File: config.mk
export PLATFORM = sky130hd
export DESIGN_NAME = utf8_to_utf16_filter_flat
export DESIGN_NICKNAME = d
export VERILOG_FILES = /design/src/sv/u8f_pkg.sv /design/src/sv/u8f_if.sv /design/src/sv/u8f_decode.sv /design/src/sv/u8f_rsp_fifo.sv /design/src/sv/utf8_to_utf16_filter.sv /design/src/flat_wrapper.sv
export SDC_FILE = /design/constraint.sdc
export NUM_CORES = 1
export LEC_CHECK = 0
export BUFFER_PORTS_ARGS = -buffer_cell sky130_fd_sc_hd__buf_2
export CAP_MARGIN = 20
export CORE_UTILIZATION = 59
export CTS_CLUSTER_DIAMETER = 100
export DETAILED_ROUTE_END_ITERATION = 10
export GPL_ROUTABILITY_DRIVEN = 0
export PLACE_DENSITY = 0.81
export SETUP_SLACK_MARGIN = 0.02
export SLEW_MARGIN = 20
export SYNTH_ARGS = -nofsm -noshare
export SYNTH_HDL_FRONTEND = slang
export SYNTH_HIERARCHICAL = 1
export SYNTH_SLANG_ARGS = --single-unit
File: constraint.sdc
create_clock -name clock -period 8 [get_ports clock]
set_input_delay 1.6 -clock clock [delete_from_list [all_inputs] [get_ports clock]]
set_output_delay 1.6 -clock clock [all_outputs]
set_load 0.02 [all_outputs]
File: src/sv/u8f_pkg.sv
// Shared types, constants and result builders for the UTF-8 to UTF-16 filter.
// No dependencies; imported by every module of the block.
package u8f_pkg;

   localparam int unsigned RSP_DEPTH = 4;
   localparam int unsigned RSP_PTR_W = 2;
   localparam int unsigned RSP_CNT_W = 3;

   localparam logic [15:0] MAX_UNITS_RESET = 16'd256;

   localparam logic [7:0] BYTE_NUL    = 8'h00;
   localparam logic [7:0] BYTE_CR     = 8'h0D;
   localparam logic [7:0] BYTE_LF     = 8'h0A;
   localparam logic [7:0] LEAD3_MASK  = 8'hF0;
   localparam logic [7:0] LEAD3_CODE  = 8'hE0;
   localparam logic [7:0] LEAD2_MASK  = 8'hE0;
   localparam logic [7:0] LEAD2_CODE  = 8'hC0;

   typedef struct packed {
      logic [15:0] unit;
      logic        terminator;
      logic [15:0] unit_count;
      logic        truncated;
      logic        last_of_item;
   } rsp_type;

   // Results produced by one request, compacted: first result in r0.
   typedef struct packed {
      logic [1:0] count;
      rsp_type    r0;
      rsp_type    r1;
   } dec_out_type;

   function automatic rsp_type unit_rsp(input logic [15:0] unit);
      rsp_type r;
      r = '0;
      r.unit = unit;
      return r;
   endfunction

   function automatic rsp_type term_rsp(input logic [15:0] count, input logic trunc);
      rsp_type r;
      r = '0;
      r.terminator = 1'b1;
      r.unit_count = count;
      r.truncated  = trunc;
      r.last_of_item = 1'b1;
      return r;
   endfunction

endpackage

File: src/sv/u8f_if.sv
// Handshake channel interfaces for the request and response sides.
// Depends on nothing; used by the top level ports.
interface u8f_req_if;
   logic       valid;
   logic       ready;
   logic [7:0] data_byte;
   logic       end_of_buffer;

   modport source (output valid, output data_byte, output end_of_buffer, input ready);
   modport sink   (input valid, input data_byte, input end_of_buffer, output ready);
endinterface

interface u8f_rsp_if;
   logic        valid;
   logic        ready;
   logic [15:0] unit;
   logic        terminator;
   logic [15:0] unit_count;
   logic        truncated;
   logic        last_of_item;

   modport source (output valid, output unit, output terminator, output unit_count,
                   output truncated, output last_of_item, input ready);
   modport sink   (input valid, input unit, input terminator, input unit_count,
                   input truncated, input last_of_item, output ready);
endinterface

File: src/sv/u8f_decode.sv
// Decoder state and per-byte decode logic: turns one byte into zero to two results.
// Depends on u8f_pkg.
module u8f_decode (
   input  logic                  clock,
   input  logic                  reset,
   input  logic                  advance,
   input  logic [7:0]            data_byte,
   input  logic                  end_of_buffer,
   input  logic [15:0]           max_units,
   output u8f_pkg::dec_out_type  dec_out
);
   import u8f_pkg::*;

   logic [1:0]  pend_ff, pend_in;
   logic [15:0] acc_ff, acc_in;
   logic [15:0] uw_ff, uw_in;
   logic        disc_ff, disc_in;

   logic        have_unit;
   logic [15:0] unit_val;
   logic        run_done;
   logic [15:0] limit;
   logic        printable;

   assign limit = max_units - 16'd1;
   assign printable = (data_byte == BYTE_CR) || (data_byte == BYTE_LF) ||
                      (!data_byte[7] && (data_byte[6:5] != 2'b00));

   always_comb begin
      pend_in   = pend_ff;
      acc_in    = acc_ff;
      uw_in     = uw_ff;
      disc_in   = disc_ff;
      have_unit = 1'b0;
      unit_val  = '0;
      run_done  = 1'b0;
      dec_out   = '0;

      if (disc_ff) begin
         if (end_of_buffer) begin
            disc_in = 1'b0;
         end
      end else begin
         priority if (pend_ff != 2'd0) begin
            acc_in    = {acc_ff[9:0], data_byte[5:0]};
            pend_in   = pend_ff - 2'd1;
            have_unit = (pend_ff == 2'd1);
            unit_val  = acc_in;
         end else if (data_byte == BYTE_NUL) begin
            dec_out.count = 2'd1;
            dec_out.r0    = term_rsp(uw_ff, 1'b0);
            run_done      = 1'b1;
         end else if (printable) begin
            have_unit = 1'b1;
            unit_val  = {8'd0, data_byte};
         end else if ((data_byte & LEAD3_MASK) == LEAD3_CODE) begin
            acc_in  = {12'd0, data_byte[3:0]};
            pend_in = 2'd2;
         end else if ((data_byte & LEAD2_MASK) == LEAD2_CODE) begin
            acc_in  = {11'd0, data_byte[4:0]};
            pend_in = 2'd1;
         end else begin
            // skip any other byte
            acc_in = acc_ff;
         end

         if (!run_done) begin
            if (have_unit && (uw_ff == limit)) begin
               // replace the unit that would overflow capacity
               dec_out.count = 2'd1;
               dec_out.r0    = term_rsp(uw_ff, 1'b1);
               run_done      = 1'b1;
            end else if (have_unit) begin
               uw_in         = uw_ff + 16'd1;
               dec_out.count = 2'd1;
               dec_out.r0    = unit_rsp(unit_val);
               if (end_of_buffer) begin
                  dec_out.count = 2'd2;
                  dec_out.r1    = term_rsp(uw_in, 1'b0);
                  run_done      = 1'b1;
               end else begin
                  dec_out.r0.last_of_item = 1'b1;
               end
            end else if (end_of_buffer) begin
               dec_out.count = 2'd1;
               dec_out.r0    = term_rsp(uw_ff, 1'b0);
               run_done      = 1'b1;
            end
         end

         if (run_done) begin
            pend_in = '0;
            acc_in  = '0;
            uw_in   = '0;
            disc_in = !end_of_buffer;
         end
      end
   end

   always_ff @(posedge clock) begin
      if (reset) begin
         pend_ff <= '0;
         acc_ff  <= '0;
         uw_ff   <= '0;
         disc_ff <= 1'b0;
      end else if (advance) begin
         pend_ff <= pend_in;
         acc_ff  <= acc_in;
         uw_ff   <= uw_in;
         disc_ff <= disc_in;
      end
   end

`ifndef NO_ASSERTIONS
   a_pend_range: assert property (@(posedge clock) disable iff (reset)
      pend_ff != 2'd3) else $error("pending count out of range");
   a_disc_clean: assert property (@(posedge clock) disable iff (reset)
      disc_ff |-> (pend_ff == 2'd0 && acc_ff == 16'd0 && uw_ff == 16'd0))
      else $error("discarding with live run state");
   a_hold_idle: assert property (@(posedge clock) disable iff (reset)
      !$past(advance) && !$past(reset) |-> $stable(uw_ff) && $stable(pend_ff))
      else $error("decoder state moved without a request");
`endif
endmodule

File: src/sv/u8f_rsp_fifo.sv
// Result queue: takes up to two results per cycle while it has room, hands out one per cycle while out_ready is high.
// Depends on u8f_pkg.
module u8f_rsp_fifo (
   input  logic                  clock,
   input  logic                  reset,
   input  u8f_pkg::dec_out_type  push,
   output logic                  room,
   output logic                  out_valid,
   input  logic                  out_ready,
   output u8f_pkg::rsp_type      out_data
);
   import u8f_pkg::*;

   rsp_type                mem_ff [RSP_DEPTH];
   logic [RSP_PTR_W-1:0]   wr_ff, wr_in;
   logic [RSP_PTR_W-1:0]   rd_ff, rd_in;
   logic [RSP_CNT_W-1:0]   cnt_ff, cnt_in;
   logic                   pop;

   assign room      = (cnt_ff <= RSP_CNT_W'(RSP_DEPTH - 2));
   assign out_valid = (cnt_ff != '0);
   assign out_data  = mem_ff[rd_ff];
   assign pop       = out_valid && out_ready;

   always_comb begin
      wr_in  = wr_ff + RSP_PTR_W'(push.count);
      rd_in  = rd_ff + RSP_PTR_W'(pop);
      cnt_in = cnt_ff + RSP_CNT_W'(push.count) - RSP_CNT_W'(pop);
   end

   always_ff @(posedge clock) begin
      if (push.count != 2'd0) begin
         mem_ff[wr_ff] <= push.r0;
      end
      if (push.count == 2'd2) begin
         mem_ff[wr_ff + RSP_PTR_W'(1)] <= push.r1;
      end
   end

   always_ff @(posedge clock) begin
      if (reset) begin
         wr_ff  <= '0;
         rd_ff  <= '0;
         cnt_ff <= '0;
      end else begin
         wr_ff  <= wr_in;
         rd_ff  <= rd_in;
         cnt_ff <= cnt_in;
      end
   end

`ifndef NO_ASSERTIONS
   a_cnt_range: assert property (@(posedge clock) disable iff (reset)
      cnt_ff <= RSP_CNT_W'(RSP_DEPTH)) else $error("result queue overfilled");
   a_push_room: assert property (@(posedge clock) disable iff (reset)
      (push.count != 2'd0) |-> room) else $error("push without room");
   a_ptr_gap: assert property (@(posedge clock) disable iff (reset)
      (cnt_ff == '0) |-> (wr_ff == rd_ff)) else $error("pointers disagree with count");
`endif
endmodule

File: src/sv/utf8_to_utf16_filter.sv
// Top level of the UTF-8 to UTF-16 filter: request register, decoder, result queue.
// Depends on u8f_pkg, u8f_if, u8f_decode and u8f_rsp_fifo.
//
// Usage: req_chan carries one UTF-8 byte per request with end_of_buffer on the
// final byte of a buffer. rsp_chan returns UTF-16 units and, per run, one
// terminator result with the unit count and the capacity flag. last_of_item
// marks the final result of a byte; bytes that give no result give nothing.
// csr_wr_en/csr_wr_data write max_units (reset 256); write it only when idle.
// Path: a taken request is held in the request register, is decoded and written
// into the 4-entry result queue once two entries are free, and is then on rsp_chan.
// Throughput: one byte per cycle while the queue has room, set by the single
// decode pass between the request register and the queue; a byte that gives two
// results (unit plus terminator) needs two response transfers, which the queue
// absorbs.
// Reset clears the run state and the queue and loads max_units with 256.
// When the receiver stalls, results wait in the queue; the request register
// holds its byte once fewer than two queue entries are free, and req ready drops.
module utf8_to_utf16_filter (
   input  logic          clock,
   input  logic          reset,
   u8f_req_if.sink       req_chan,
   u8f_rsp_if.source     rsp_chan,
   input  logic          csr_wr_en,
   input  logic [15:0]   csr_wr_data
);
   import u8f_pkg::*;

   logic        s1_valid_ff, s1_valid_in;
   logic [7:0]  s1_byte_ff;
   logic        s1_eob_ff;
   logic [15:0] max_units_ff;
   logic        s1_go;
   logic        room;
   logic        take;
   dec_out_type dec_out;
   dec_out_type push;
   rsp_type     out_data;

   assign s1_go          = s1_valid_ff && room;
   assign req_chan.ready = !s1_valid_ff || s1_go;
   assign take           = req_chan.valid && req_chan.ready;
   assign s1_valid_in    = take || (s1_valid_ff && !s1_go);

   always_ff @(posedge clock) begin
      if (reset) begin
         s1_valid_ff  <= 1'b0;
         max_units_ff <= MAX_UNITS_RESET;
      end else begin
         s1_valid_ff <= s1_valid_in;
         if (csr_wr_en) begin
            max_units_ff <= csr_wr_data;
         end
      end
   end

   always_ff @(posedge clock) begin
      if (take) begin
         s1_byte_ff <= req_chan.data_byte;
         s1_eob_ff  <= req_chan.end_of_buffer;
      end
   end

   u8f_decode u_decode (
      .clock         (clock),
      .reset         (reset),
      .advance       (s1_go),
      .data_byte     (s1_byte_ff),
      .end_of_buffer (s1_eob_ff),
      .max_units     (max_units_ff),
      .dec_out       (dec_out)
   );

   always_comb begin
      push = dec_out;
      if (!s1_go) begin
         push.count = 2'd0;
      end
   end

   u8f_rsp_fifo u_rsp_fifo (
      .clock     (clock),
      .reset     (reset),
      .push      (push),
      .room      (room),
      .out_valid (rsp_chan.valid),
      .out_ready (rsp_chan.ready),
      .out_data  (out_data)
   );

   assign rsp_chan.unit         = out_data.unit;
   assign rsp_chan.terminator   = out_data.terminator;
   assign rsp_chan.unit_count   = out_data.unit_count;
   assign rsp_chan.truncated    = out_data.truncated;
   assign rsp_chan.last_of_item = out_data.last_of_item;

`ifndef NO_ASSERTIONS
   a_stall_hold: assert property (@(posedge clock) disable iff (reset)
      s1_valid_ff && !s1_go |=> s1_valid_ff && $stable(s1_byte_ff) && $stable(s1_eob_ff))
      else $error("request register lost a stalled request");
   a_no_take_full: assert property (@(posedge clock) disable iff (reset)
      take |-> (!s1_valid_ff || room)) else $error("request taken over a held one");
   a_term_last: assert property (@(posedge clock) disable iff (reset)
      rsp_chan.valid && rsp_chan.terminator |-> rsp_chan.last_of_item)
      else $error("terminator not marked last of its request");
`endif
endmodule
File: src/flat_wrapper.sv
// flat-port wrapper written by rule: the top's interface ports become plain ports
module utf8_to_utf16_filter_flat import u8f_pkg::*;
  (clock, reset, csr_wr_en, csr_wr_data, req_chan_valid, req_chan_data_byte, req_chan_end_of_buffer, req_chan_ready, rsp_chan_valid, rsp_chan_unit, rsp_chan_terminator, rsp_chan_unit_count, rsp_chan_truncated, rsp_chan_last_of_item, rsp_chan_ready);
  u8f_req_if req_chan_i ();
  u8f_rsp_if rsp_chan_i ();
  input  logic clock;
  input  logic reset;
  input  logic csr_wr_en;
  input  logic [15:0] csr_wr_data;
  input wire logic [$bits(req_chan_i.valid)-1:0] req_chan_valid;
  input wire logic [$bits(req_chan_i.data_byte)-1:0] req_chan_data_byte;
  input wire logic [$bits(req_chan_i.end_of_buffer)-1:0] req_chan_end_of_buffer;
  output wire logic [$bits(req_chan_i.ready)-1:0] req_chan_ready;
  output wire logic [$bits(rsp_chan_i.valid)-1:0] rsp_chan_valid;
  output wire logic [$bits(rsp_chan_i.unit)-1:0] rsp_chan_unit;
  output wire logic [$bits(rsp_chan_i.terminator)-1:0] rsp_chan_terminator;
  output wire logic [$bits(rsp_chan_i.unit_count)-1:0] rsp_chan_unit_count;
  output wire logic [$bits(rsp_chan_i.truncated)-1:0] rsp_chan_truncated;
  output wire logic [$bits(rsp_chan_i.last_of_item)-1:0] rsp_chan_last_of_item;
  input wire logic [$bits(rsp_chan_i.ready)-1:0] rsp_chan_ready;
  assign req_chan_i.valid = req_chan_valid;
  assign req_chan_i.data_byte = req_chan_data_byte;
  assign req_chan_i.end_of_buffer = req_chan_end_of_buffer;
  assign req_chan_ready = req_chan_i.ready;
  assign rsp_chan_valid = rsp_chan_i.valid;
  assign rsp_chan_unit = rsp_chan_i.unit;
  assign rsp_chan_terminator = rsp_chan_i.terminator;
  assign rsp_chan_unit_count = rsp_chan_i.unit_count;
  assign rsp_chan_truncated = rsp_chan_i.truncated;
  assign rsp_chan_last_of_item = rsp_chan_i.last_of_item;
  assign rsp_chan_i.ready = rsp_chan_ready;
  utf8_to_utf16_filter u_core (.clock(clock), .reset(reset), .req_chan(req_chan_i), .rsp_chan(rsp_chan_i), .csr_wr_en(csr_wr_en), .csr_wr_data(csr_wr_data));
endmodule
# Yosys cells after proc, flatten, opt, wreduce, memory -nomap -nowiden
# Memory sizes are Yosys's and may differ from the RTL's. A register that Yosys moved wholly into a read port is not among the register bits.
# Index checks and enable logic that the tools add are counted.
[totals]
reg_bits = 62
ram_bits = 140
input_bits = 30
out_inout_bits = 37
elab_cells = 106
n_memories = 1
[memory_table]
columns = ["memory", "words", "word_bits", "read_ports", "rd_clocked_by_memory_dff", "wr", "line_no", "source"]
rows = [
  ["u_core.u_rsp_fifo.mem_ff", 4, 35, 1, 1, 2, "u8f_rsp_fifo.sv:14", "rsp_type mem_ff [RSP_DEPTH];"],
]
[classes]
add_sub_neg = 8
n_lt_le_gt_ge = 1
eq_ne = 11
n_mux = 50
bitwise = 1
n_reduce_logical = 23
[ops]
columns = ["op", "count"]
rows = [
  ["$mux 72", 2],
  ["$mux 37", 3],
  ["$mux 16", 5],
  ["$mux 36", 2],
  ["$mux 35", 2],
  ["$mux 10", 6],
  ["$mux 19", 1],
  ["$mux 1", 18],
  ["$mux 2", 9],
  ["$add 16x1->16 const B", 1],
  ["$eq 16x16->1", 1],
  ["$eq 8x4->1 const B", 2],
  ["$mux 8", 2],
  ["$sub 16x1->16 const B", 1],
  ["$reduce_and 5->1", 2],
  ["$logic_not 8->1", 1],
  ["$reduce_bool 2->1", 4],
  ["$logic_and 1x1->1", 6],
  ["$eq 4x4->1 const B", 1],
  ["$logic_not 1->1", 4],
  ["$logic_or 1x1->1", 4],
  ["$reduce_bool 4->1", 1],
  ["$add 3x2->3", 1],
  ["$eq 3x3->1 const B", 1],
  ["other kinds (14)", 14],
]

# Longest topological paths before layout
# Gate-level depths: netlist of the first run.
[logic_depth]
word_depth = 15
ltp_mapped = 21
ltp_nobuf = 16

# Cells and area by module
# The synthesis of the first run kept the hierarchy.
[modules_own_cells]
columns = ["module", "n_inst", "cells_each", "area_per_inst_um2", "seq_area_each_um2"]
rows = [
  ["u8f_rsp_fifo", 1, 384, 7199.4, 4344.2],
  ["u8f_decode", 1, 463, 3221.8, 580.6],
  ["utf8_to_utf16_filter", 1, 69, 913.4, 610.6],
]

# Worst setup path before layout of the first run
# OpenSTA, ideal clock, no wires.
[synth_path]
kind = "register -> register"
from = "reg u_core.max_units_ff[0]"
to = "mem u_core/u_rsp_fifo/mem_ff[0][0] (netlist name), enable pin"
setup_ns = 0.480
t_arrival_ns = 5.814
required_time_ns = 7.520
slack_ns = 1.706
stages_incl_launch_ff = 16
path_buffers = 3
synth_period_minus_slack_ns = 6.294
path_cell_list = "dfxtp_1 > buf_2 > inv_1 > ha_1 > nor4b_2 > a32oi_1 > a211o_1 > nor4_4 > nand4_4 > a21oi_4 > buf_4 > a21o_1 > buf_4 > and3_1 > nor2_1 > o31ai_1"
[synth_rtl]
columns = ["item", "line_no", "source"]
rows = [
  ["start, declared", "utf8_to_utf16_filter.sv:31", "logic [15:0] max_units_ff;"],
  ["start signal, assigned", "utf8_to_utf16_filter.sv:51", "max_units_ff <= csr_wr_data;"],
  ["end, declared", "u8f_rsp_fifo.sv:14", ""],
]

==> results by group, run 1 <==
Run status
  – Status: completed

Cells and area
  – Final core utilization: 66.4%
  – Layout cells sized above 1: 32.8%
  – Post-route cell area: 12500 sq um
  – Ant. Diodes: 0
  – Filler cells: 1354
  – Layout overhead on the synthesized area: 9.95%
  – Post-layout nets: 983

Clocking
  – CTS clk-pin slew, worst paths: 0.06 ns
  – Post-CTS Setup Repair Bufs: 0
  – Clock tree root buffer cell: clkbuf_16
  – CTS tree: yes
  – # clock sinks: 202
  – CTS buffer count: 22
  – # resized after CTS: 0
  – CTS Buffer Depth: 3
  – CTS hold repair buffers: 0
  – H-Tree Depth: 1
  – Clk_lat worst skew: 0.50 ns

STA
  – Worst-margin pin slew: 0.893 ns
  – PnR worst setup slack: 2.48 ns
  – Hold_ws: 0.545 ns
  – Clk_skew: 0.0109 ns
  – RSZ-0062 raised after global routing: no
  – Final period util: 68.9%
  – Setup Viol. Count Final: 0
  – Pins Over Slew Limit: 0
  – Min cycle time layout: 5.52 ns
  – F_max: 0.181 GHz
  – Rel. slew slack: 39.9%
  – Setup TNS: 0 ns
  – Hold Fails Final Rpt: 0

GRT
  – Wire length of the first global-routing pass: 39.4 mm
  – Largest net degree at the start of global routing: 54
  – GRT Overall Usage: 25.5%
  – GRT overflow: 0
  – Initial antenna violation count: 0
  – Number of global-route vias before repair: 7252

Floorplanning
  – Rows: 50
  – Core box area: 18800 sq um
  – DIE HEIGHT: 141 um
  – Die Width: 141 um
  – IO Pins: 67
  – Starting Density: 60.4%
  – Die ar.: 19800 sq um

Power and ir drop
  – Static leakage: 4.63 nW
  – Switching Fraction: 26.8%
  – Clk pwr share: 37.9%
  – Maximum vdd drop: 0.178 mV
  – Seq pwr share: 42.6%
  – Net Sw Power: 0.778 mW
  – Pint: 2.12 mW
  – PwrDens: 233 nW/um^2
  – Gate power share: 19.5%

Worst setup path
  – Nature of the critical path endpoint: register
  – Reg2reg setup slack: 2.48 ns
  – R2R Path End: u_core/u_rsp_fifo/mem_ff[0][21]$_DFFE_PP_
  – FF-to-FF Start: u_core/max_units_ff[0]$_SDFFE_PP0P_
  – CP startpoint kind: register
  – Crit path capture: u_core/u_rsp_fifo/mem_ff[0][21]$_DFFE_PP_
  – R2R depth: 14
  – Kind of critical path: reg -> reg
  – Critical Path Start: u_core/max_units_ff[0]$_SDFFE_PP0P_
  – Critical Path AT: 5.72 ns
  – Crit Path Max Fanout: 36
  – CP Data Required Time: 8.21 ns

Yosys
  – Count leader, synth: edfxtp_1
  – Post-synthesis cell type count: 73
  – Synth top area cells: edfxtp_1 (39%), mux2_2 (14%), dfxtp_1 (9.4%)
  – Mapped cell area: 11300 sq um
  – Synth warnings: 6
  – Number of synthesized flops with an enable pin: 149
  – Sequential area share after synthesis: 48.8%
  – Post-Synthesis Cells: 916
  – Top cell type by total area after synthesis: edfxtp_1
  – Synth top area share: 39.5%
  – Synth async-reset ratio: 0%
  – Primary FF master, synth: edfxtp_1
  – Syn avg cell area: 12.4 sq um
  – Top post-synthesis cells by count: edfxtp_1 (149), mux2_2 (142), nor2_1 (65)
  – Synth Register Bits: 202

Detailed routing
  – Final ANT Viol Nets: 0
  – Initial drt markers: 728
  – Vias/cell: 6.24
  – DRC: 0
  – Total routed wirelength: 24.9 mm
  – TritonRoute pass-1 iters: 5
  – WL/cell: 20.8 um
  – Total number of vias: 7464

Placed design
  – Final HPWL DP: 16.0 mm
  – Placed inst area: 11600 sq um
  – Buffers on Ports: 66
  – Dpl ws: 2.54 ns

Flow run
  – Max Cap Viol: 0

Hold path
  – Hold Crit Class: reg -> reg
[power groups by stage]
stage | combinational, mW | sequential (mW) | clock [mW]
5_1_grt | 0.606 | 1.24 | 1.15
6_report | 0.567 | 1.24 | 1.10
4_1_cts | 0.567 | 1.24 | 1.11
3_3_place_gp | 0.557 | 1.26 | 0
3_5_place_dp | 0.563 | 1.26 | 0
2_1_floorplan | 0.456 | 1.22 | 0
[critical path, cell delays in order, from the launching register on]
cell      delay, ns
dfxtp_1        0.39
inv_1          0.09
ha_1           0.28
nor4b_2        0.49
a32oi_1        0.22
a211o_1        0.35
nor4_4         0.35
nand4_4        0.52
a21oi_4        0.56
a21o_1         0.21
and3_1         0.44
nand4b_2       0.22
buf_4          0.48
o31ai_4        0.26
buf_4          0.32
[metrics by stage]
step / instances / total power, mW
6_report: 1197 / 2.90
5_1_grt: 1197 / 3.00
2_1_floorplan: 932 / 1.68
3_3_place_gp: 1156 / 1.81
3_5_place_dp: 1156 / 1.82
4_1_cts: 1196 / 2.91
[state kept, by name, indices dropped and copies added, names as in the netlist]
signal and count:
u_core/u_rsp_fifo/wr_ff 2, u_core/u_decode/disc_ff 1, u_core/s1_valid_ff 1, u_core/u_rsp_fifo/cnt_ff 3, u_core/u_decode/pend_ff 2, u_core/max_units_ff 16
u_core/s1_byte_ff 8, u_core/u_rsp_fifo/rd_ff 2, u_core/u_decode/acc_ff 10, u_core/s1_eob_ff 1, u_core/u_rsp_fifo/mem_ff 140, u_core/u_decode/uw_ff 16
[layer usage]
layer	GRT usage, %	part of all wire (%)	up-vias
met5	0	0	-
met4	4.92	1.3	0
met3	3.80	7.0	30
met2	42.0	47	281
met1	36.3	44	3659
li1	-	-	3494
[logic make-up after synthesis]
kind of cell | synth area share, %
XOR/XNOR | 2.94
AO/OA/AOI/OAI | 6.20
AND/OR/NAND/NOR | 13.7
buffers and inverters | 5.00
adder cells (fa/ha/maj) | 0.729
multiplexers | 22.6
flip-flops | 48.8
other | 0.0331
[area by class of cell]
class | instances | area [sq um] | area share [%]
sequential | 202 | 5540 | 44.4
multi-input combinational | 630 | 5360 | 43.0
timing repair buffer | 79 | 440 | 3.53
tap | 234 | 293 | 2.35
clock buffer | 29 | 608 | 4.88
inverter | 12 | 45.0 | 0.361
clock inverter | 11 | 181 | 1.46
[cells in the final DEF, fill, tap and decap left out, types with 23 or more instances in the layout]
| cell type | netlist | routed |
|---|---|---|
| a21oi_1 | 28 | 28 |
| and3_1 | 31 | 31 |
| buf_2 | 19 | 66 |
| clkbuf_16 | 0 | 23 |
| dfxtp_1 | 53 | 52 |
| edfxtp_1 | 149 | 149 |
| mux2_2 | 142 | 142 |
| mux4_2 | 35 | 35 |
| nand2_1 | 32 | 32 |
| nand3_1 | 24 | 24 |
| nor2_1 | 65 | 64 |
| o21ai_1 | 24 | 24 |
[worst min-delay path by stage]
stage,from,end,slack (ns),cells past startpoint
after floorplan,u_core/max_units_ff[0]$_SDFFE_PP0P_,u_core/max_units_ff[0]$_SDFFE_PP0P_,0.45,2
after global placement,u_core/max_units_ff[15]$_SDFFE_PP0P_,u_core/max_units_ff[15]$_SDFFE_PP0P_,0.51,2
final,u_core/max_units_ff[15]$_SDFFE_PP0P_,u_core/max_units_ff[15]$_SDFFE_PP0P_,0.55,2
after detailed placement,u_core/max_units_ff[15]$_SDFFE_PP0P_,u_core/max_units_ff[15]$_SDFFE_PP0P_,0.52,2
after global routing,u_core/max_units_ff[15]$_SDFFE_PP0P_,u_core/max_units_ff[15]$_SDFFE_PP0P_,0.57,2
after CTS,u_core/max_units_ff[15]$_SDFFE_PP0P_,u_core/max_units_ff[15]$_SDFFE_PP0P_,0.55,2
(Power assumes the default switching activity.)
==> inputs of run 2 (changes only) <==
- CORE_UTILIZATION: 59 -> 56
- PLACE_DENSITY: 0.81 -> 0.8
- clock period: 8 -> 4.5 ns (I/O delays scaled with it)
==> run 2 against run 1 <==
  * Total power up 73%
  * Sequential cell count unchanged
  * Die area grew 5.3%
  * Global-route usage shrank 0.47 points
  * Via count up 1.1%
  * First-iteration DRC count fell by 21%
  * Sequential share of layout area decreased by 0.52 points
  * Hold slack lost 0.013 ns
  * Clock skew increased by 0.0046 ns
  * Register-to-register slack worse by 2.2 ns
  * Critical path type unchanged
==> results by group, run 2 (synthesized netlist as in run 1, its figures left out) <==
Cells and area
  – Layout overhead on the synthesized area: 11.3% (was 9.95%)
  – Biggest regs: u_core/u_rsp_fifo/mem_ff (140), u_core/max_units_ff (16), u_core/u_decode/uw_ff (16) (unchanged)
  – Final core utilization: 64.2% (was 66.4%)
  – Post-layout nets: 995 (was 983)
  – Most frequent cells in the layout: edfxtp_1 (149), mux2_2 (142), buf_2 (66) (unchanged)
  – Filler cells: 1540 (was 1354)
  – Most common cell after layout, fill and taps aside: edfxtp_1 (unchanged)
  – Post-route cell area: 12600 sq um (was 12500 sq um)
  – Ant. Diodes: 0 (unchanged)
  – Largest Register: u_core/u_rsp_fifo/mem_ff (unchanged)
  – Max reg flops: 140 (unchanged)
  – Final Non-Filler Cells: 1239 (was 1197)
  – Layout cells sized above 1: 33.4% (was 32.8%)

Clocking
  – CTS buffer count: 22 (unchanged)
  – H-Tree Depth: 1 (unchanged)
  – # clock sinks: 202 (unchanged)
  – Clock tree root buffer cell: clkbuf_16 (unchanged)
  – CTS tree: yes (unchanged)
  – CTS hold repair buffers: 0 (unchanged)
  – Clk_lat worst skew: 0.51 ns (was 0.50 ns)
  – Post-CTS Setup Repair Bufs: 0 (unchanged)
  – CTS Buffer Depth: 3 (unchanged)
  – # resized after CTS: 0 (unchanged)
  – CTS clk-pin slew, worst paths: 0.06 ns (about the same)

Detailed routing
  – WL/cell: 20.4 um (was 20.8 um)
  – Vias/cell: 6.09 (was 6.24)
  – TritonRoute pass-1 iters: 5 (unchanged)
  – Initial drt markers: 572 (was 728)
  – Final ANT Viol Nets: 0 (unchanged)
  – DRC: 0 (unchanged)
  – Total number of vias: 7549 (was 7464)
  – Total routed wirelength: 25.3 mm (was 24.9 mm)

Floorplanning
  – Rows: 51 (was 50)
  – Die Width: 144 um (was 141 um)
  – Die ar.: 20800 sq um (was 19800 sq um)
  – Core box area: 19700 sq um (was 18800 sq um)
  – DIE HEIGHT: 144 um (was 141 um)
  – IO Pins: 67 (unchanged)
  – Starting Density: 57.7% (was 60.4%)

STA
  – Clk_skew: 0.0155 ns (was 0.0109 ns)
  – Hold Fails Final Rpt: 0 (unchanged)
  – Worst-margin pin slew: 0.884 ns (was 0.893 ns)
  – Setup TNS: 0 ns (unchanged)
  – Rel. slew slack: 41.1% (was 39.9%)
  – Min cycle time layout: 4.17 ns (was 5.52 ns)
  – RSZ-0062 raised after global routing: no (unchanged)
  – F_max: 0.240 GHz (was 0.181 GHz)
  – Final period util: 92.6% (was 68.9%)
  – Pins Over Slew Limit: 0 (unchanged)
  – Setup Viol. Count Final: 0 (unchanged)
  – PnR worst setup slack: 0.331 ns (was 2.48 ns)

Power and ir drop
  – Net Sw Power: 1.39 mW (was 0.778 mW)
  – Maximum vdd drop: 0.374 mV (was 0.178 mV)
  – Static leakage: 4.68 nW (was 4.63 nW)
  – Gate power share: 20.4% (was 19.5%)
  – Pint: 3.63 mW (was 2.12 mW)
  – Clk pwr share: 35.5% (was 37.9%)
  – Switching Fraction: 27.7% (was 26.8%)
  – PwrDens: 398 nW/um^2 (was 233 nW/um^2)
  – Seq pwr share: 44.1% (was 42.6%)

GRT
  – Grt met3 use: 4.34% (was 3.80%)
  – Wire length of the first global-routing pass: 39.8 mm (was 39.4 mm)
  – Grt peak-use layer: met2 (unchanged)
  – Met1 Usage GRT: 34.9% (was 36.3%)
  – GR Layer Usage met2: 40.1% (was 42.0%)
  – GRT overflow: 0 (unchanged)
  – Number of global-route vias before repair: 7375 (was 7252)
  – Largest net degree at the start of global routing: 53 (was 54)
  – GRT Overall Usage: 25.0% (was 25.5%)
  – Initial antenna violation count: 0 (unchanged)

Run status
  – Status: completed (unchanged)

Worst setup path
  – Kind of critical path: reg -> reg (unchanged)
  – Crit Path Max Fanout: 36 (unchanged)
  – CP startpoint kind: register (unchanged)
  – Critical Path AT: 4.43 ns (was 5.72 ns)
  – Nature of the critical path endpoint: register (unchanged)
  – CP Data Required Time: 4.76 ns (was 8.21 ns)

Placed design
  – Placed inst area: 11900 sq um (was 11600 sq um)
  – Final HPWL DP: 15.9 mm (was 16.0 mm)
  – Buffers on Ports: 66 (unchanged)
  – Placed cells: 1200 (was 1156)
  – Dpl ws: 0.406 ns (was 2.54 ns)

Hold path
  – Hold Crit Class: reg -> reg (unchanged)

Flow run
  – Max Cap Viol: 0 (unchanged)
## run 2: cell count changes in the layout (fill, tap and decap cells not counted), sizes merged
cell	before	now
clkbuf	29	26
clkinv	4	10
bufinv	5	3
clkinvlp	2	0
buf	79	91
## run 2: critical path, cell delays in order, from the launching register on
cell and delay (ns):
edfxtp_1 0.47, nor4_1 0.61, o211ai_1 0.23, a211o_1 0.37, nor4_4 0.52, nand4_4 0.21
a21oi_4 0.18, a21o_1 0.19, and3_4 0.30, nand4b_2 0.18, buf_12 0.27, mux2_2 0.38
## run 2: area by class of cell
type	instances	area, sq um	area share [%]
clock buffer	26	566	4.48
clock inverter	13	144	1.14
inverter	12	45.0	0.357
multi-input combinational	630	5370	42.6
sequential	202	5540	43.9
tap	265	332	2.63
timing repair buffer	91	618	4.90
## run 2: per-stage QoR
step	hold WS [ns]	power (mW)
after global placement	0.508	3.26
after floorplan	0.455	2.99
after global routing	0.555	5.20
after CTS	0.537	5.05
final	0.533	5.02
after detailed placement	0.522	3.27
## run 2: power by group through the flow
stage / clock (mW) / combinational (mW) / sequential, mW
2_1_floorplan: 0 / 0.820 / 2.17
3_3_place_gp: 0 / 1.01 / 2.25
3_5_place_dp: 0 / 1.02 / 2.25
4_1_cts: 1.81 / 1.03 / 2.22
5_1_grt: 1.87 / 1.10 / 2.23
6_report: 1.78 / 1.02 / 2.21
## run 2: worst paths after layout
path / slack, ns / endpoint / start / cells after the start
setup / recovery: 0.33 / u_core/u_rsp_fifo/mem_ff[0][2]$_DFFE_PP_ / u_core/s1_byte_ff[5]$_DFFE_PP_ / 11
hold / removal: 0.53 / u_core/max_units_ff[15]$_SDFFE_PP0P_ / u_core/max_units_ff[15]$_SDFFE_PP0P_ / 2
setup reg to reg: 0.33 / u_core/u_rsp_fifo/mem_ff[0][2]$_DFFE_PP_ / u_core/s1_byte_ff[5]$_DFFE_PP_ / 11
hold reg to reg: 0.53 / u_core/max_units_ff[15]$_SDFFE_PP0P_ / u_core/max_units_ff[15]$_SDFFE_PP0P_ / 2
## run 2: metal layers
layer | vias to the layer above | share of wire [%]
met5 | - | 0
met4 | 0 | 2.6
met3 | 55 | 8.0
met2 | 333 | 46
met1 | 3634 | 43
li1 | 3527 | -
